--- config.mk ---
export PLATFORM = sky130hd
export DESIGN_NAME = divergence_phase_detector
export DESIGN_NICKNAME = d
export VERILOG_FILES = /design/src/hw/rtl/dpd_pkg.sv /design/src/hw/rtl/dpd_score.sv /design/src/hw/rtl/divergence_phase_detector.sv
export SDC_FILE = /design/constraint.sdc
export NUM_CORES = 1
export LEC_CHECK = 0
export ABC_AREA = 1
export BUFFER_PORTS_ARGS = -buffer_cell sky130_fd_sc_hd__buf_2
export CAP_MARGIN = 20
export CORE_UTILIZATION = 35
export CTS_CLUSTER_SIZE = 40
export DETAILED_ROUTE_END_ITERATION = 8
export PLACE_DENSITY_LB_ADDON = 0.08
export SLEW_MARGIN = 0
export SYNTH_ARGS = -nofsm -noshare
export SYNTH_HDL_FRONTEND = slang
export SYNTH_SLANG_ARGS = --single-unit
--- constraint.sdc ---
create_clock -name i_clk -period 6.85 [get_ports i_clk]
set_input_delay 0 -clock i_clk [delete_from_list [all_inputs] [get_ports i_clk]]
set_output_delay 0 -clock i_clk [all_outputs]
set_load 0.05 [all_outputs]
--- src/hw/rtl/dpd_pkg.sv ---
// dpd_pkg: constants, register indexes, phase codes and shared types
// for the divergence phase detector
// no dependencies
package dpd_pkg;

    // field widths
    localparam int unsigned SAMPLE_W = 24;
    localparam int unsigned ALPHA_W  = 17;
    localparam int unsigned SCORE_W  = 4;
    localparam int unsigned PHASE_W  = 2;
    localparam int unsigned COUNT_W  = 32;
    localparam int unsigned CFG_IDX_W  = 3;
    localparam int unsigned CFG_DATA_W = 24;

    // fixed point one and score ceiling
    localparam logic [ALPHA_W-1:0] ONE_Q16   = 17'h10000;
    localparam logic [SCORE_W-1:0] SCORE_MAX = 4'd10;

    // register reset values
    localparam logic [ALPHA_W-1:0]  ALPHA_RST      = 17'd19661;
    localparam logic [SAMPLE_W-1:0] RATE_THR_RST   = 24'd6554;
    localparam logic [SCORE_W-1:0]  STABLE_RST     = 4'd7;
    localparam logic [SCORE_W-1:0]  PRE_RST        = 4'd4;
    localparam logic [SCORE_W-1:0]  TRANSITION_RST = 4'd1;

    // register indexes
    localparam logic [CFG_IDX_W-1:0] CFG_ALPHA      = 3'd0;
    localparam logic [CFG_IDX_W-1:0] CFG_RATE_THR   = 3'd1;
    localparam logic [CFG_IDX_W-1:0] CFG_STABLE     = 3'd2;
    localparam logic [CFG_IDX_W-1:0] CFG_PRE        = 3'd3;
    localparam logic [CFG_IDX_W-1:0] CFG_TRANSITION = 3'd4;

    // phase codes
    localparam logic [PHASE_W-1:0] PH_STABLE        = 2'd0;
    localparam logic [PHASE_W-1:0] PH_PRE           = 2'd1;
    localparam logic [PHASE_W-1:0] PH_TRANSITIONING = 2'd2;
    localparam logic [PHASE_W-1:0] PH_POST          = 2'd3;

    // score thresholds handed to the score stage
    typedef struct packed {
        logic [SAMPLE_W-1:0] rate_threshold;
        logic [SCORE_W-1:0]  stable_above;
        logic [SCORE_W-1:0]  pre_above;
        logic [SCORE_W-1:0]  transitioning_above;
    } t_thresh;

    // next score state from the score stage
    typedef struct packed {
        logic [SCORE_W-1:0] stability;
        logic [PHASE_W-1:0] phase;
        logic               changed;
    } t_score;

endpackage

--- src/hw/rtl/dpd_score.sv ---
// dpd_score: stability score update and phase selection for one beat
// depends on dpd_pkg
module dpd_score
    import dpd_pkg::*;
(
    input  t_thresh             i_thresh,
    input  logic [SAMPLE_W-1:0] i_avg,
    input  logic [SCORE_W-1:0]  i_stability,
    input  logic [PHASE_W-1:0]  i_phase,
    output t_score              o_next
);

    logic [SCORE_W-1:0] w_stab;
    logic [PHASE_W-1:0] w_phase;

    // score rises below threshold, falls otherwise, clamped at 0 and max
    always_comb begin
        if (i_avg < i_thresh.rate_threshold) begin
            w_stab = (i_stability < SCORE_MAX) ? i_stability + 4'd1 : i_stability;
        end else begin
            w_stab = (i_stability != 4'd0) ? i_stability - 4'd1 : i_stability;
        end
    end

    // phase from score thresholds, highest first
    always_comb begin
        if (w_stab > i_thresh.stable_above) begin
            w_phase = PH_STABLE;
        end else if (w_stab > i_thresh.pre_above) begin
            w_phase = PH_PRE;
        end else if (w_stab > i_thresh.transitioning_above) begin
            w_phase = PH_TRANSITIONING;
        end else begin
            w_phase = PH_POST;
        end
    end

    assign o_next.stability = w_stab;
    assign o_next.phase     = w_phase;
    assign o_next.changed   = (w_phase != i_phase);

endmodule

--- src/hw/rtl/divergence_phase_detector.sv ---
// divergence_phase_detector: moving average, stability score and phase tracking
// an accepted input beat passes the input, average and score registers before its result beat reaches the output
// throughput: one beat per cycle while the result side does not stall; the average update is one 17x25 multiply-add
// reset: synchronous active low; average 0, score 10, phase stable, counter 0, defaults loaded
// depends on dpd_pkg and dpd_score
module divergence_phase_detector
    import dpd_pkg::*;
(
    input  logic                  i_clk,
    input  logic                  i_rst_n,
    // input sample channel
    input  logic                  i_valid,
    output logic                  o_stall,
    input  logic [SAMPLE_W-1:0]   i_divergence,
    // result channel
    output logic                  o_valid,
    input  logic                  i_stall,
    output logic [PHASE_W-1:0]    o_phase,
    output logic                  o_phase_changed,
    output logic [COUNT_W-1:0]    o_change_total,
    output logic [SCORE_W-1:0]    o_stability_tenths,
    output logic [SAMPLE_W-1:0]   o_average_rate,
    // configuration write channel
    input  logic                  i_cfg_valid,
    output logic                  o_cfg_ready,
    input  logic [CFG_IDX_W-1:0]  i_cfg_index,
    input  logic [CFG_DATA_W-1:0] i_cfg_data
);

    // configuration registers
    logic [ALPHA_W-1:0]  r_alpha;
    t_thresh             r_thresh;

    // pipeline valids and stage enables
    logic r_v0, r_v1, r_v2;
    logic w_en0, w_en1, w_en2;

    // stage payloads and state
    logic [SAMPLE_W-1:0] r_sample;
    logic [SAMPLE_W-1:0] r_avg;
    logic [SAMPLE_W-1:0] r_avg_out;
    logic [SCORE_W-1:0]  r_stab;
    logic [PHASE_W-1:0]  r_phase;
    logic [COUNT_W-1:0]  r_cnt;
    logic                r_changed;

    logic [SAMPLE_W-1:0] n_avg;
    t_score              w_score;

    // configuration writes, always ready
    assign o_cfg_ready = 1'b1;

    always_ff @(posedge i_clk) begin
        if (!i_rst_n) begin
            r_alpha                      <= ALPHA_RST;
            r_thresh.rate_threshold      <= RATE_THR_RST;
            r_thresh.stable_above        <= STABLE_RST;
            r_thresh.pre_above           <= PRE_RST;
            r_thresh.transitioning_above <= TRANSITION_RST;
        end else if (i_cfg_valid) begin
            case (i_cfg_index)
                CFG_ALPHA:      r_alpha <= i_cfg_data[ALPHA_W-1:0];
                CFG_RATE_THR:   r_thresh.rate_threshold <= i_cfg_data[SAMPLE_W-1:0];
                CFG_STABLE:     r_thresh.stable_above <= i_cfg_data[SCORE_W-1:0];
                CFG_PRE:        r_thresh.pre_above <= i_cfg_data[SCORE_W-1:0];
                CFG_TRANSITION: r_thresh.transitioning_above <= i_cfg_data[SCORE_W-1:0];
                default: begin
                end
            endcase
        end
    end

    // per-stage flow control: a stage loads when empty or when it moves on
    assign w_en2   = !r_v2 || !i_stall;
    assign w_en1   = !r_v1 || w_en2;
    assign w_en0   = !r_v0 || w_en1;
    assign o_stall = !w_en0;

    always_ff @(posedge i_clk) begin
        if (!i_rst_n) begin
            r_v0 <= 1'b0;
            r_v1 <= 1'b0;
            r_v2 <= 1'b0;
        end else begin
            if (w_en0) r_v0 <= i_valid;
            if (w_en1) r_v1 <= r_v0;
            if (w_en2) r_v2 <= r_v1;
        end
    end

    // input register
    always_ff @(posedge i_clk) begin
        if (w_en0 && i_valid) begin
            r_sample <= i_divergence;
        end
    end

    // moving average: avg + a*(sample - avg), one multiplier
    logic [ALPHA_W-1:0]  w_alpha;
    logic signed [24:0]  w_diff;
    logic signed [42:0]  w_prod;
    logic signed [42:0]  w_mix;

    always_comb begin
        w_alpha = (r_alpha > ONE_Q16) ? ONE_Q16 : r_alpha;
        w_diff  = $signed({1'b0, r_sample}) - $signed({1'b0, r_avg});
        w_prod  = 43'($signed({1'b0, w_alpha}) * w_diff);
        w_mix   = $signed({3'b000, r_avg, 16'h0000}) + w_prod;
        n_avg   = w_mix[39:16];
    end

    // average state doubles as the stage one payload
    always_ff @(posedge i_clk) begin
        if (!i_rst_n) begin
            r_avg <= '0;
        end else if (w_en1 && r_v0) begin
            r_avg <= n_avg;
        end
    end

    // score stage
    dpd_score u_score (
        .i_thresh    (r_thresh),
        .i_avg       (r_avg),
        .i_stability (r_stab),
        .i_phase     (r_phase),
        .o_next      (w_score)
    );

    // score, phase and counter state, which are also the result register
    always_ff @(posedge i_clk) begin
        if (!i_rst_n) begin
            r_stab  <= SCORE_MAX;
            r_phase <= PH_STABLE;
            r_cnt   <= '0;
        end else if (w_en2 && r_v1) begin
            r_stab  <= w_score.stability;
            r_phase <= w_score.phase;
            if (w_score.changed) begin
                r_cnt <= r_cnt + 32'd1;
            end
        end
    end

    always_ff @(posedge i_clk) begin
        if (w_en2 && r_v1) begin
            r_changed <= w_score.changed;
            r_avg_out <= r_avg;
        end
    end

    assign o_valid            = r_v2;
    assign o_phase            = r_phase;
    assign o_phase_changed    = r_changed;
    assign o_change_total     = r_cnt;
    assign o_stability_tenths = r_stab;
    assign o_average_rate     = r_avg_out;

`ifndef SYNTHESIS
    // score never leaves its range
    a_score_range: assert property (@(posedge i_clk) disable iff (!i_rst_n)
        r_stab <= SCORE_MAX)
        else $error("stability score out of range");

    // counter advances by exactly the change flag of each new result
    a_count_step: assert property (@(posedge i_clk) disable iff (!i_rst_n)
        (w_en2 && r_v1) |=> (o_change_total ==
            $past(o_change_total) + {31'd0, o_phase_changed}))
        else $error("change counter does not follow change flag");

    // score state holds between results
    a_score_hold: assert property (@(posedge i_clk) disable iff (!i_rst_n)
        !(w_en2 && r_v1) |=> $stable(r_stab) && $stable(r_phase) && $stable(r_cnt))
        else $error("score state moved without a beat");

    // an empty output register never backs up the input
    a_no_false_stall: assert property (@(posedge i_clk) disable iff (!i_rst_n)
        !r_v2 |-> !o_stall)
        else $error("input stalled while output register empty");
`endif

endmodule

==> key figures <==
Synth
  • Yosys reg bits: around 170
  • Cell variety after synth: 50
  • Sequential cell area fraction in the yosys report: 0.158
  • Post-Syn Area per Cell: around 7.9 um2
  • Post-synth EDFFs: 49
  • Cell area after synthesis: approximately 0.024 mm2
  • Number of synthesis warnings: 0
  • Syn_nets: 3700
  • Fraction of registers with async set/reset: 0
  • Cells after synthesis: slightly above 3000
  • Ys flop type: dfxtp_1

Clock network
  • CTS sink cnt: approximately 170
  • Clock Path Buffers: 2
  • Root Buffer: clkbuf_16
  • Total CTS buffers: 17
  • H-tree levels: 4
  • TritonCTS clock tree: built
  • Clk pin slew, worst setup/hold paths: about 0.09 ns
  • Worst skew pair latency: about 0.46 ns

Floorplan
  • Core box area: 0.0685 mm2
  • IO Count: about 120
  • Site Rows: 96
  • Die Ht: 265 um
  • Die Wd: between 200 and 300 um
  • Initial Util: 0.353
  • Die Area: 0.0702 mm2

Worst hold path
  • Worst hold path class: in -> reg

Route
  • Vias post-DR: roughly 22000
  • WL final: about 90 mm
  • 1st-iter DRT viols: 1193
  • DRC viols: 0
  • TritonRoute pass-1 iters: 5
  • Wire per inst: ~19 um
  • DR vias/cell: roughly 4.8
  • Post-DRT Antenna Nets: 0

Placement
  • Gp weighted congestion: 0.944
  • Setup WS pre-CTS: -0.968 ns
  • Port bufs: 120
  • Post-DP HPWL: approximately 73 mm

Worst setup path
  • Crit path to: r_avg[23]$_SDFFE_PN0P_
  • Worst r2r src: r_sample[14]$_DFFE_PP_
  • R2r setup slk: -0.31 ns
  • Crit path launch: r_sample[14]$_DFFE_PP_
  • Critical path class: reg -> reg
  • Max FO, Critical Path: 9
  • Max incr delay on CP: between 0.5 and 0.6 ns
  • Critical Path AT: between 7 and 8 ns
  • Crit. End Element: register
  • Crit path required time: between 7 and 8 ns
  • Slowest cell on the critical path: fa_1
  • Reg2reg path depth: 37
  • CP Launch Type: register
  • Reg-to-Reg End: r_avg[23]$_SDFFE_PN0P_
  • Worst path most repeated cell: fa_1

Cells and area
  • Fill count: just under 7000
  • Final-stage net count: between 4000 and 5000
  • Area grow syn2layout: 36.2%
  • Final Util: 0.481
  • Share of cells above drive strength 1: 0.293
  • Reg area: between 0.003 and 0.004 mm2
  • Multi-input logic area: approximately 0.019 mm2

Timing
  • Rel. slew slack: 0.330
  • Setup violators final: 19
  • Worst slew pin tran: a little over 1 ns
  • Post-route setup slack: -0.305 ns
  • RSZ-0062 raised after global routing: true
  • Final hold slack: around 0.18 ns
  • Worst clock skew: 0.0174 ns
  • Fmax: around 140 MHz
  • Max-slew violations: 0
  • Final hold violations: 0
  • Post-route clock period utilization: 1.04
  • Fin crit period: around 7.2 ns

Global routing
  • Pin count of the biggest net entering global routing: 66
  • Grt ovf: 0
  • Vias in the first global route: 23100
  • Initial antenna violation count: 1
  • Gr usage total: 0.258
  • First-pass GRT wire length: about 140 mm

Run
  • Max cap viols: 0

Outcome
  • Failing checks: negative setup slack
  • Status: complete, but fails checks
how the worst min path moves through the flow:
stage	cells after the start	end	slack (ns)	from
after CTS	3	r_alpha[0]$_SDFFE_PN1P_	0.17	i_rst_n
after detailed placement	1	r_sample[15]$_DFFE_PP_	0.18	i_divergence[15]
after global routing	3	r_alpha[0]$_SDFFE_PN1P_	0.20	i_rst_n
after global placement	1	r_sample[10]$_DFFE_PP_	0.18	i_divergence[10]
after floorplan	0	r_sample[0]$_DFFE_PP_	0.1	i_divergence[0]
final	3	r_alpha[11]$_SDFFE_PN1P_	0.18	i_rst_n
placed cells by master, fill, tap and decap left out, types with 11 or more instances in the layout:
cell,count
o21ai_1,23
a21oi_2,28
ha_1,125
clkbuf_16,18
buf_6,26
nor2_4,30
edfxtp_1,49
nor2_2,34
inv_2,67
a21oi_4,17
buf_12,30
buf_2,120
nand2_1,467
xor2_1,48
o21ai_2,18
nand4_1,11
o211ai_1,13
a21oi_1,115
nor3_1,25
nand2_4,19
ha_4,41
buf_4,426
dfxtp_2,13
xnor2_1,15
inv_1,680
o21ai_0,61
fa_2,38
nor2_1,313
dlygate4sd3_1,56
nand2_2,64
nand3_1,62
dfxtp_1,105
fa_1,380
worst max-delay path, delay by kind of cell, from the launching register on:
family	cells	cell delay [ns]
buffers and inverters	10	0.74
AO/OA/AOI/OAI	4	0.45
AND/OR/NAND/NOR	14	1.58
adder cells (fa/ha/maj)	8	3.72
XOR/XNOR	1	0.11
flip-flops	1	0.44
per-stage QoR:
step,setup TNS (ns),cells,area [um2]
5_1_grt,-10.48,4562,32900
4_1_cts,-4.61,4523,31900
3_5_place_dp,-16.14,4403,29000
3_3_place_gp,-16.20,4403,29000
2_1_floorplan,-0.00482,3058,24200
6_report,-4.02,4562,32900
cell usage after synthesis, drive strengths merged, types with 3 or more instances:
cell | number | area [um2]
dfxtp | 118 | 2360
ha | 168 | 2100
nand3 | 74 | 375
inv | 757 | 2840
fa | 418 | 8370
nand4 | 11 | 68.8
edfxtp | 49 | 1470
a31oi | 12 | 75.1
or2 | 15 | 93.8
clkbuf | 58 | 218
nor4 | 8 | 50.1
a21o | 10 | 75.1
clkinv | 11 | 41.3
nand2 | 552 | 2090
nor3 | 29 | 145
nor2 | 377 | 1420
xor2 | 54 | 495
nand3b | 4 | 30.0
o211ai | 13 | 97.6
a21oi | 160 | 812
o221ai | 3 | 26.3
o21ai | 106 | 534
xnor2 | 19 | 181
o21bai | 4 | 33.8
o21a | 4 | 30.0
buf | 13 | 75.1
cells by family after synthesis:
kind of cell | count (synthesis) | synth area share
xor+xnor | 73 | 0.0280
other cells | 1 | 0.000155
flops | 167 | 0.158
fa+ha+maj | 586 | 0.433
simple gates | 1074 | 0.177
compound gates | 318 | 0.0718
buf+inv | 839 | 0.131
final cells by class:
type | count | share of cell area
Sequential cell | 167 | 0.117
Multi-Input combinational cell | 2052 | 0.582
Tap cell | 882 | 0.0335
Inverter | 768 | 0.0886
Antenna cell | 1 | 0.0000760
Clock inverter | 14 | 0.00524
Timing Repair Buffer | 660 | 0.161
Clock buffer | 18 | 0.0130
layer usage:
metal / global-route usage / wire length [um] / vias to the layer above
met1: 0.354 / 39700 / 11000
li1: - / - / 10400
met4: 0.0597 / 2020 / 0
met5: 0 / 0 / -
met3: 0.0282 / 4240 / 95
met2: 0.437 / 42500 / 529
state kept, by name, indices dropped and copies added, names as in the netlist:
name                cells
o_phase                 2
o_phase_changed         1
o_average_rate         24
r_sample               24
r_avg                  24
o_change_total         32
o_stability_tenths      4
r_thresh               36
r_v0                    1
o_valid                 1
r_v1                    1
r_alpha                17
timing repair:
action | 4_1_cts | 5_1_grt
gates cloned | 0 | 1
endpoints found under the hold margin | 80 | 0
pin swaps | 214 | 157
hold buffers | 56 | 0
resized for setup | 370 | 204
buffers inserted | 35 | 36
endpoints found under the setup margin | 24 | 24
Power is left out: the tool's default activity adds up to more than one toggle a clock period on the data nets, which glitch-free logic cannot reach.
